### src/sv/lsrc_div_stage.sv
// ----------------------------------------------------------------------------
// lsrc_div_stage: one restoring division step
// Produces one quotient bit per stage; the first stage also flags overflow.
// ----------------------------------------------------------------------------
module lsrc_div_stage #(
	parameter int MAG_BITS = 17,
	parameter int QUO_BITS = 17,
	parameter int BIT_POS  = 16,
	parameter bit FIRST    = 1'b0
) (
	input  logic                clk,
	input  logic                en,
	input  logic [MAG_BITS-1:0] den_i,
	input  logic [MAG_BITS:0]   rem_i,
	input  logic [QUO_BITS-1:0] quo_i,
	input  logic                sat_i,
	output logic [MAG_BITS-1:0] den_o,
	output logic [MAG_BITS:0]   rem_o,
	output logic [QUO_BITS-1:0] quo_o,
	output logic                sat_o
);
	logic [MAG_BITS:0] trial;
	logic [MAG_BITS:0] den_x;
	logic              ge;
	logic [QUO_BITS-1:0] quo_n;

	always_comb begin
		den_x = {1'b0, den_i};
		trial = FIRST ? rem_i : {rem_i[MAG_BITS-1:0], 1'b0};
		ge    = (trial >= den_x);
		quo_n = quo_i;
		quo_n[BIT_POS] = ge;
	end

	always_ff @(posedge clk) begin
		if (en) begin
			den_o <= den_i;
			rem_o <= ge ? (trial - den_x) : trial;
			quo_o <= quo_n;
			sat_o <= FIRST ? (rem_i >= {den_i, 1'b0}) : sat_i;
		end
	end
endmodule
### config.mk
export PLATFORM = sky130hd
export DESIGN_NAME = lsrc_div_stage
export DESIGN_NICKNAME = d
export VERILOG_FILES = /design/src/sv/lsrc_div_stage.sv
export SDC_FILE = /design/constraint.sdc
export NUM_CORES = 1
export LEC_CHECK = 0
export ABC_AREA = 1
export BUFFER_PORTS_ARGS = -buffer_cell sky130_fd_sc_hd__buf_4
export CORE_UTILIZATION = 51
export CTS_CLUSTER_DIAMETER = 200
export DETAILED_ROUTE_END_ITERATION = 10
export GPL_TIMING_DRIVEN = 0
export PLACE_DENSITY_LB_ADDON = 0.15
export REMOVE_ABC_BUFFERS = 1
export SKIP_CTS_REPAIR_TIMING = 1
export SLEW_MARGIN = 15
export SYNTH_ARGS = -nofsm -noshare
export SYNTH_HDL_FRONTEND = slang
export SYNTH_SLANG_ARGS = --single-unit
### constraint.sdc
create_clock -name clk -period 2.42 [get_ports clk]
set_input_delay 0.363 -clock clk [delete_from_list [all_inputs] [get_ports clk]]
set_output_delay 0.363 -clock clk [all_outputs]
set_load 0.1 [all_outputs]
==> results of run 1 <==
==> layout by cell type (no fill, tap or decap), types with 2 or more instances in the layout <==
master    Yosys  routed
a21oi_1       8       8
buf_4         0     105
clkbuf_8      0       5
edfxtp_1     53      53
ha_1         17      17
inv_1        72      72
inv_2         6       6
nand2_1     164     164
nand2_2       4       4
nand3_1      14      14
nand4_2       2       2
nor2_1       16      16
nor2_4        2       2
nor3_1        3       3
xnor2_1       3       3
xor2_1        4       4
==> synthesized netlist by cell type <==
| master | count |
|---|---|
| nand2_1 | 164 |
| inv_1 | 72 |
| edfxtp_1 | 53 |
| ha_1 | 17 |
| nor2_1 | 16 |
| nand3_1 | 14 |
| a21oi_1 | 8 |
| inv_2 | 6 |
| nand2_2 | 4 |
| xor2_1 | 4 |
| nor3_1 | 3 |
| xnor2_1 | 3 |
| buf_6 | 2 |
| nand4_2 | 2 |
| nor2_4 | 2 |
| a21oi_2 | 1 |
| a21oi_4 | 1 |
| fa_1 | 1 |
| nand3_2 | 1 |
| nand4_1 | 1 |
| nand4_4 | 1 |
| nor2_2 | 1 |
| o21ai_0 | 1 |
| or2_2 | 1 |
==> power by group through the flow <==
stage,registers (mW),logic (mW),clock network (mW)
floorplan,1.84,0.303,0
global placement,1.17,1.26,0
detailed placement,1.17,1.28,0
CTS,1.15,1.28,0.530
global route,1.16,1.36,0.553
finish,1.15,1.27,0.512
==> sequential cells by signal (all words and copies together), names as in the netlist <==
name,cells
rem_o,18
sat_o,1
den_o,17
quo_o,17
==> final timing paths <==
check                 endpoint  slack, ns  startpoint  cells past startpoint
worst min-delay path  quo_o[5]       0.23    quo_i[5]                      1
worst max-delay path  rem_o[9]       0.56    den_i[9]                     14
==> routing by layer <==
metal,vias to the layer above,global-route usage [%],wire [um]
met4,0,5.179,51
met3,4,4.091,466
met1,1190,29.30,3053
met2,82,38.90,3355
met5,-,0,0
li1,1393,-,-
==> cell families (layout without fill, tap and decap cells) <==
| family | after synthesis | count (layout) | synth area share (%) |
|---|---|---|---|
| simple gates | 210 | 210 | 28.00 |
| buf+inv | 80 | 191 | 9.996 |
| flops | 53 | 53 | 50.46 |
| fa+ha+maj | 18 | 18 | 7.378 |
| compound gates | 11 | 11 | 2.221 |
| xor+xnor | 7 | 7 | 1.944 |
==> stage by stage <==
| step | std cells | area [um2] | setup WS (ns) |
|---|---|---|---|
| after floorplan | 377 | 3132 | 0.6134 |
| final | 565 | 4104 | 0.5601 |
| after CTS | 565 | 4104 | 0.5260 |
| after global routing | 565 | 4104 | 0.3133 |
| after detailed placement | 557 | 4014 | 0.2092 |
| after global placement | 557 | 4014 | 0.2268 |
==> layout make-up <==
type,count,area [um2]
Fill cell,504,1852
Inverter,78,292.8
Timing Repair Buffer,105,788.3
Clock buffer,5,68.82
Clock inverter,3,21.27
Multi-Input combinational cell,246,1247
Sequential cell,53,1592
Tap cell,75,93.84
==> results.md, run 1 <==
- Status: finished clean
- Vias/cell: roughly 4.7
- CTS Buf Count: 5
- Critical-path top delay cell: nor2_4
- Part of the power in combinational logic: a little over two fifths
- Area delta synth->final: 30.11%
- Clk slew on worst S/H paths: around 0.1 ns
- Port bufs: between 100 and 150
- DIE AREA: about 6500 um2
- Core area: 5956 um2
- Final setup violation count: 0
- Most used cell, CP: nand2_1
- Remaining Overflow, GRT: 0
- Share of the synthesized area in the top cell type: around half
- Int Pwr: ~1.6 mW
- GP Congestion: slightly above 0.8
- Final wirelength: 6926 um
- Mapped Avg Cell Area: ~8.3 um2
- RSZ-0062 raised after global routing: no
- Critical-path maximum fanout: 17
- Starting Density: between 50 and 60%
- Die width: between 80 and 90 um
- ANT cells: 0
- Cell family with most CP delay: simple AND/OR/NAND/NOR gates
- Initial antenna violation count: 0
- Element type at the critical path end: register
- Share of cells above drive strength 1: 27.14%
- Synth area leaders: edfxtp_1 (50%), nand2_1 (20%), inv_1 (8.6%), ha_1 (6.7%), nand3_1 (2.2%)
- Vias: between 2000 and 3000
- Sum Neg Setup Slack: 0 ns
- CTS Root Cell: clkbuf_8
- CTS tree: built
- Drt drc: 0
- Switch Pwr: 1.304 mW
- Post-synthesis sequential area ratio: 50.46%
- Net Sw Frac: 44.49%
- Reg power frac: between 30% and 40%
- Syn Inst Count: between 300 and 400
- Critical path class: input port to register
- Power Dens Cells: between 700 and 800 nW/um2
- Sinks on the clock net: between 50 and 60
- Leakage: about 2.2 nW
- Total power: 2.931 mW
- Required @ worst endpoint: approximately 2.6 ns
- WHS: roughly 0.23 ns
- # rows: 28
- Max Fclk: 537.7 MHz
- Slew Viols, Final: 0
- WP buf/inv: 4
- CP cell instances: buf_4 > inv_1 > ha_1 > nand2_1 > nand2_1 > inv_1 > nand2_1 > inv_2 > nand2_1 > nand2_2 > nand3_2 > nor2_4 > nand2_1 > nand2_1
- Wire per inst: 12.26 um
- Yosys reg bits: 53
- Crit start category: input port
- Clock share of power: between 15 and 20%
- Longest Clk Path Bufs: 2
- DP Wirelength: 5388 um
- Die Y-Extent: just over 80 um
- Htree depth: 2
- Synth unique cells: 24
- Maximum vdd ir drop: ~0.43 mV
- Area of the mapped netlist: about 3200 um2
- Worst rel slew slack: ~56%
- GRT Overall Usage: about 23%
- Number of routed nets with antenna violations: 0
- Worst path max stage delay: a little under 0.4 ns
- Hold Crit Class: input port to register
- # IOs: ~110
- WP data arrival: just over 2 ns
- Initial drt markers: about 100
- Post-layout util: between 60 and 70%
- Largest net degree at the start of global routing: 54
- Yosys top cell by area: edfxtp_1
- Fin crit share: just under 80%
- MaxCap Viol Count: 0
- Worst slew pin tran: 0.6621 ns
- Pre-Repair DR Iteration Count: 4
- Final Hold Vio Count: 0
- Final Critical Period: ~1.9 ns
- Total Nets Final: approximately 560
- Vias in the first global route: between 2000 and 3000
- First-pass GRT wire length: between 10000 and 15000 um
- Yosys Warn Count: 0
No activity file was read; power rests on OpenSTA's default activity.
==> run 2: changes to the inputs <==
--- a/config.mk
+++ b/config.mk
@@ -7,7 +7,7 @@
 export LEC_CHECK = 0
 export ABC_AREA = 1
 export BUFFER_PORTS_ARGS = -buffer_cell sky130_fd_sc_hd__buf_4
-export CORE_UTILIZATION = 51
+export CORE_UTILIZATION = 46
 export CTS_CLUSTER_DIAMETER = 200
 export DETAILED_ROUTE_END_ITERATION = 10
 export GPL_TIMING_DRIVEN = 0
==> constraint.sdc (replaced) <==
create_clock -name clk -period 1.65 [get_ports clk]
set_input_delay 0.2475 -clock clk [delete_from_list [all_inputs] [get_ports clk]]
set_output_delay 0.2475 -clock clk [all_outputs]
set_load 0.1 [all_outputs]
==> results.md, run 2 (synthesis gave the netlist of run 1 again) <==
- Failing checks: design-rule violations
- Min-Delay Path Depth: 1
- Longest Clk Path Bufs: 2
- Final Hold Vio Count: 0
- Initial antenna violation count: 0
- Core area: between 6000 and 7000 um2
- Hold endpoint: quo_o[13]
- CTS tree: built
- Top reg by flops: rem_o
- MaxCap Viol Count: 0
- Fin crit share: 96.65%
- Port bufs: around 110
- Hold Crit Class: input port to register
- CTS Buf Count: 5
- Vias: around 2700
- Worst slew pin tran: 0.6572 ns
- FF+latch area: ~1600 um2
- Vias in the first global route: about 2400
- WP data arrival: between 1.5 and 2 ns
- Regs by FF count: rem_o: 18 flops, den_o: 17 flops, quo_o: 17 flops
- Initial drt markers: between 150 and 200
- DIE AREA: around 7200 um2
- Final Critical Period: between 1.5 and 2 ns
- Total Nets Final: 570
- Maximum vdd ir drop: 0.5471 mV
- Final setup violation count: 0
- Vias/cell: around 4.7
- Worst path max stage delay: about 0.37 ns
- Wire per inst: roughly 13 um
- Largest net degree at the start of global routing: between 50 and 60
- Power Dens Cells: just over 1000 nW/um2
- Required @ worst endpoint: about 1.7 ns
- GRT Overall Usage: between 10% and 20%
- Highest-count cells in the layout ignoring fill and taps: nand2_1 (155), buf_4 (109), inv_1 (67)
- Slew Viols, Final: 0
- Drt drc: 13
- Max Fclk: 627.1 MHz
- Crit start category: input port
- Hold Crit Start: quo_i[13]
- Area delta synth->final: 41.85%
- # IOs: 108
- # rows: 29
- Leakage: 2.285 nW
- Fillers: between 500 and 600
- Htree depth: 2
- CTS Root Cell: clkbuf_8
- Sinks on the clock net: 53
- Pre-Repair DR Iteration Count: 8
- Clk slew on worst S/H paths: about 0.09 ns
- Remaining Overflow, GRT: 0
- Worst rel slew slack: ~56%
- DP Wirelength: around 5100 um
- CP cell instances: buf_4 > ha_2 > inv_2 > nor2_4 > nand2_2 > nor2_2 > nand4_2 > nand3_2 > nor2_4 > clkbuf_16 > nand2_1 > nand2_1
- Number of routed nets with antenna violations: 0
- Die Y-Extent: between 80 and 90 um
- Max FFs per register: 18
- Post-Layout Cell Count: about 580
- First-pass GRT wire length: between 10000 and 15000 um
- Final wirelength: approximately 7200 um
- ANT cells: 0
- Placed insts: roughly 560
- Total power: between 4 and 5 mW
- Multi-input gate area: about 1500 um2
- GP Congestion: 0.8685
- Commonest non-fill, non-tap cell in the layout: nand2_1
- Starting Density: 48.56%
- Share of cells above drive strength 1: a little over a third
- Status: finished, violations left
- Element type at the critical path end: register
- Critical-path maximum fanout: 8
- Critical-path top delay cell: ha_2
- Die width: 84.81 um
- Critical path class: input port to register
-- run 2: changes by cell type in the layout (fill, tap and decap cells not counted), moves of 4 or more --
cell / change
buf_4: +4
ha_1: -15
ha_4: +13
inv_1: -5
inv_2: +5
nand2_1: -9
nand2_2: +8
nor2_1: -4
-- run 2: per-layer routing --
layer	track usage, %	up-vias	part of all wire, %
li1	-	1410	-
met1	24.07	1212	44
met2	32.82	91	49
met3	4.523	8	6.2
met4	4.314	0	1.3
met5	0	-	0
-- run 2: critical path: cells and delay by family --
family                   cells  cell delay, ns
adder cells (fa/ha/maj)      1            0.37
buffers and inverters        3            0.33
AND/OR/NAND/NOR              8            0.71
-- run 2: power by group --
| part | internal [mW] | switching (mW) | total (mW) |
|---|---|---|---|
| logic | 0.534 | 1.47 | 2.01 |
| clock network | 0.456 | 0.429 | 0.886 |
| registers | 1.65 | 0.0363 | 1.68 |
-- run 2: worst max-delay path by stage --
stage | to | from | cells past startpoint | slack, ns
floorplan | rem_o[17] | den_i[13] | 10 | -0.04
global placement | rem_o[17] | den_i[11] | 11 | -0.41
detailed placement | rem_o[16] | den_i[11] | 11 | -0.42
CTS | rem_o[7] | den_i[9] | 14 | -0.09
global route | rem_o[7] | den_i[8] | 15 | -0.05
finish | rem_o[7] | rem_i[15] | 12 | 0.06
-- run 2: final cells by class --
cell class                      count  share of cell area, %
Sequential cell                    53                  35.57
Tap cell                           77                  2.153
Multi-Input combinational cell    246                  32.94
Inverter                           78                  6.544
Clock buffer                        6                  1.622
Timing Repair Buffer              113                  20.30
Clock inverter                      2                 0.8669
-- run 2: per-stage QoR --
step	setup slack (ns)	hold slack, ns	area [um2]	utilization [%]	setup TNS [ns]
global route	-0.04669	0.09471	4474	68.89	-0.5477
global placement	-0.4117	0.4255	4016	61.84	-7.109
detailed placement	-0.4226	0.4271	4016	61.84	-7.463
CTS	-0.09037	0.1046	4128	63.55	-1.350
finish	0.05524	0.1142	4474	68.89	0
floorplan	-0.04112	0.3464	3132	-	-0.05227
==> run 3: changes to the inputs <==
--- a/config.mk
+++ b/config.mk
@@ -8,7 +8,7 @@
 export ABC_AREA = 1
 export BUFFER_PORTS_ARGS = -buffer_cell sky130_fd_sc_hd__buf_4
 export CORE_UTILIZATION = 46
-export CTS_CLUSTER_DIAMETER = 200
+export CTS_CLUSTER_DIAMETER = 120
 export DETAILED_ROUTE_END_ITERATION = 10
 export GPL_TIMING_DRIVEN = 0
 export PLACE_DENSITY_LB_ADDON = 0.15
==> constraint.sdc (replaced) <==
create_clock -name clk -period 1.65 [get_ports clk]
set_input_delay 0.165 -clock clk [delete_from_list [all_inputs] [get_ports clk]]
set_output_delay 0.165 -clock clk [all_outputs]
set_load 0.1 [all_outputs]
==> results.md, run 3 (synthesis gave the netlist of run 1 again) <==
- Worst slew pin tran: 0.6582 ns
- GRT Overall Usage: between 10% and 20%
- Final setup violation count: 0
- CTS Root Cell: clkbuf_8
- Fin worst setup slack: ~0.12 ns
- # rows: 29
- Critical-path top delay cell: ha_1
- Element type at the critical path end: register
- Clk slew on worst S/H paths: 0.09 ns
- ANT cells: 0
- WP buf/inv: 4
- Core area: roughly 6500 um2
- DIE AREA: about 7000 um2
- Pre-Repair DR Iteration Count: 7
- Met2 Usage GRT: 32.82%
- Final Hold Vio Count: 0
- Cell family with most CP delay: simple AND/OR/NAND/NOR gates
- GP Congestion: 0.8685
- Commonest non-fill, non-tap cell in the layout: nand2_1
- Multi-input gate area: between 1000 and 1500 um2
- Area delta synth->final: 32.73%
- Drt drc: 13
- Port bufs: 105
- Worst Setup SP: den_i[16]
- Leakage: around 2.2 nW
- Hold Crit Class: input port to register
- Status: finished, violations left
- Initial drt markers: 128
- FF+latch area: roughly 1600 um2
- Top reg by flops: rem_o
- Die Y-Extent: between 80 and 90 um
- Critical-path maximum fanout: 17
- RSZ-0062 raised after global routing: no
- WHS: between 0.03 and 0.04 ns
- GRT Max-Usage Layer: met2
- Failing checks: design-rule violations
- Final Critical Period: between 1.5 and 2 ns
- Fin crit share: slightly above 90%
- CTS Buf Count: 5
- DP Wirelength: slightly above 5000 um
- Vias in the first global route: 2411
- Max Fclk: 652.1 MHz
- Total power: around 4.5 mW
- Fillers: ~560
- Initial antenna violation count: 0
- MaxCap Viol Count: 0
- WP data arrival: around 1.6 ns
- Worst path max stage delay: 0.36 ns
- Worst rel slew slack: between 50% and 60%
- Highest-count cells in the layout ignoring fill and taps: nand2_1 (164), buf_4 (105), inv_1 (72)
- Longest Clk Path Bufs: 2
- Htree depth: 2
- Required @ worst endpoint: between 1.5 and 2 ns
- Worst path depth: 13
- Power Dens Cells: 1065 nW/um2
- Number of routed nets with antenna violations: 0
- Vias/cell: approximately 4.7
- Place WS: -0.3401 ns
- CTS tree: built
- Post-Layout Cell Count: between 500 and 600
- Final wirelength: about 6700 um
- Die width: roughly 85 um
- First-pass GRT wire length: approximately 11000 um
- Slew Viols, Final: 0
- Sinks on the clock net: 53
- Placed insts: roughly 560
- Maximum vdd ir drop: 0.5300 mV
- Worst Setup EP: rem_o[6]
- Met3 Use GR: 4.523%
- Max FFs per register: 18
- Largest net degree at the start of global routing: 54
- M1 GR Usage: 24.07%
- Final Instance Area: between 4000 and 5000 um2
- Regs by FF count: rem_o: 18 flops, den_o: 17 flops, quo_o: 17 flops
- Sum Neg Setup Slack: 0 ns
- CP cell instances: buf_4 > inv_1 > ha_1 > inv_2 > nor2_4 > nand2_2 > nor2_2 > nand4_2 > nand3_2 > nor2_4 > buf_12 > nand2_1 > nand2_1
- Total Nets Final: 564
- # IOs: approximately 110
- Critical path class: input port to register
- Share of cells above drive strength 1: 28.25%
- Post-layout util: between 60% and 70%
- Starting Density: 48.56%
- Remaining Overflow, GRT: 0
- Crit start category: input port
- Vias: between 2000 and 3000
- Wire per inst: 11.75 um
- Placed inst area: 4016 um2
[run 3: changes by cell type in the layout (fill, tap and decap cells not counted), moves of 2 or more]
cell | before | now
inv_1 | 67 | 72
nand2_2 | 12 | 4
clkbuf_16 | 2 | 0
ha_1 | 2 | 16
buf_4 | 109 | 105
nand2_1 | 155 | 164
ha_4 | 13 | 0
inv_2 | 11 | 6
[run 3: final cells by class]
| class | count | share of cell area (%) |
|---|---|---|
| Tap cell | 77 | 2.301 |
| Multi-Input combinational cell | 246 | 30.24 |
| Clock buffer | 6 | 1.733 |
| Inverter | 78 | 6.993 |
| Clock inverter | 2 | 0.9265 |
| Sequential cell | 53 | 38.02 |
| Timing Repair Buffer | 107 | 19.78 |
[run 3: how the worst min path moves through the flow]
| stage | slack, ns | to | from | cells past startpoint |
|---|---|---|---|---|
| floorplan | 0.26 | den_o[0] | den_i[0] | 0 |
| detailed placement | 0.34 | quo_o[13] | quo_i[13] | 1 |
| global placement | 0.34 | quo_o[13] | quo_i[13] | 1 |
| finish | 0.03 | quo_o[13] | quo_i[13] | 1 |
| CTS | 0.02 | quo_o[13] | quo_i[13] | 1 |
| global route | 0.01 | quo_o[13] | quo_i[13] | 1 |
[run 3: routing by layer]
metal  vias up  routed length, um
met4         0                 36
met3         6                459
met1      1161               3031
met2        82               3159
li1       1398                  -
met5         -                  0
[run 3: where the power goes]
group / switching (mW) / total (mW) / leakage, nW / internal, mW
Sequential: 0.0360 / 1.68 / 0.518 / 1.65
Clock: 0.433 / 0.889 / 0.0554 / 0.456
Combinational: 1.43 / 1.88 / 1.67 / 0.455
Total: 1.90 / 4.46 / 2.24 / 2.56
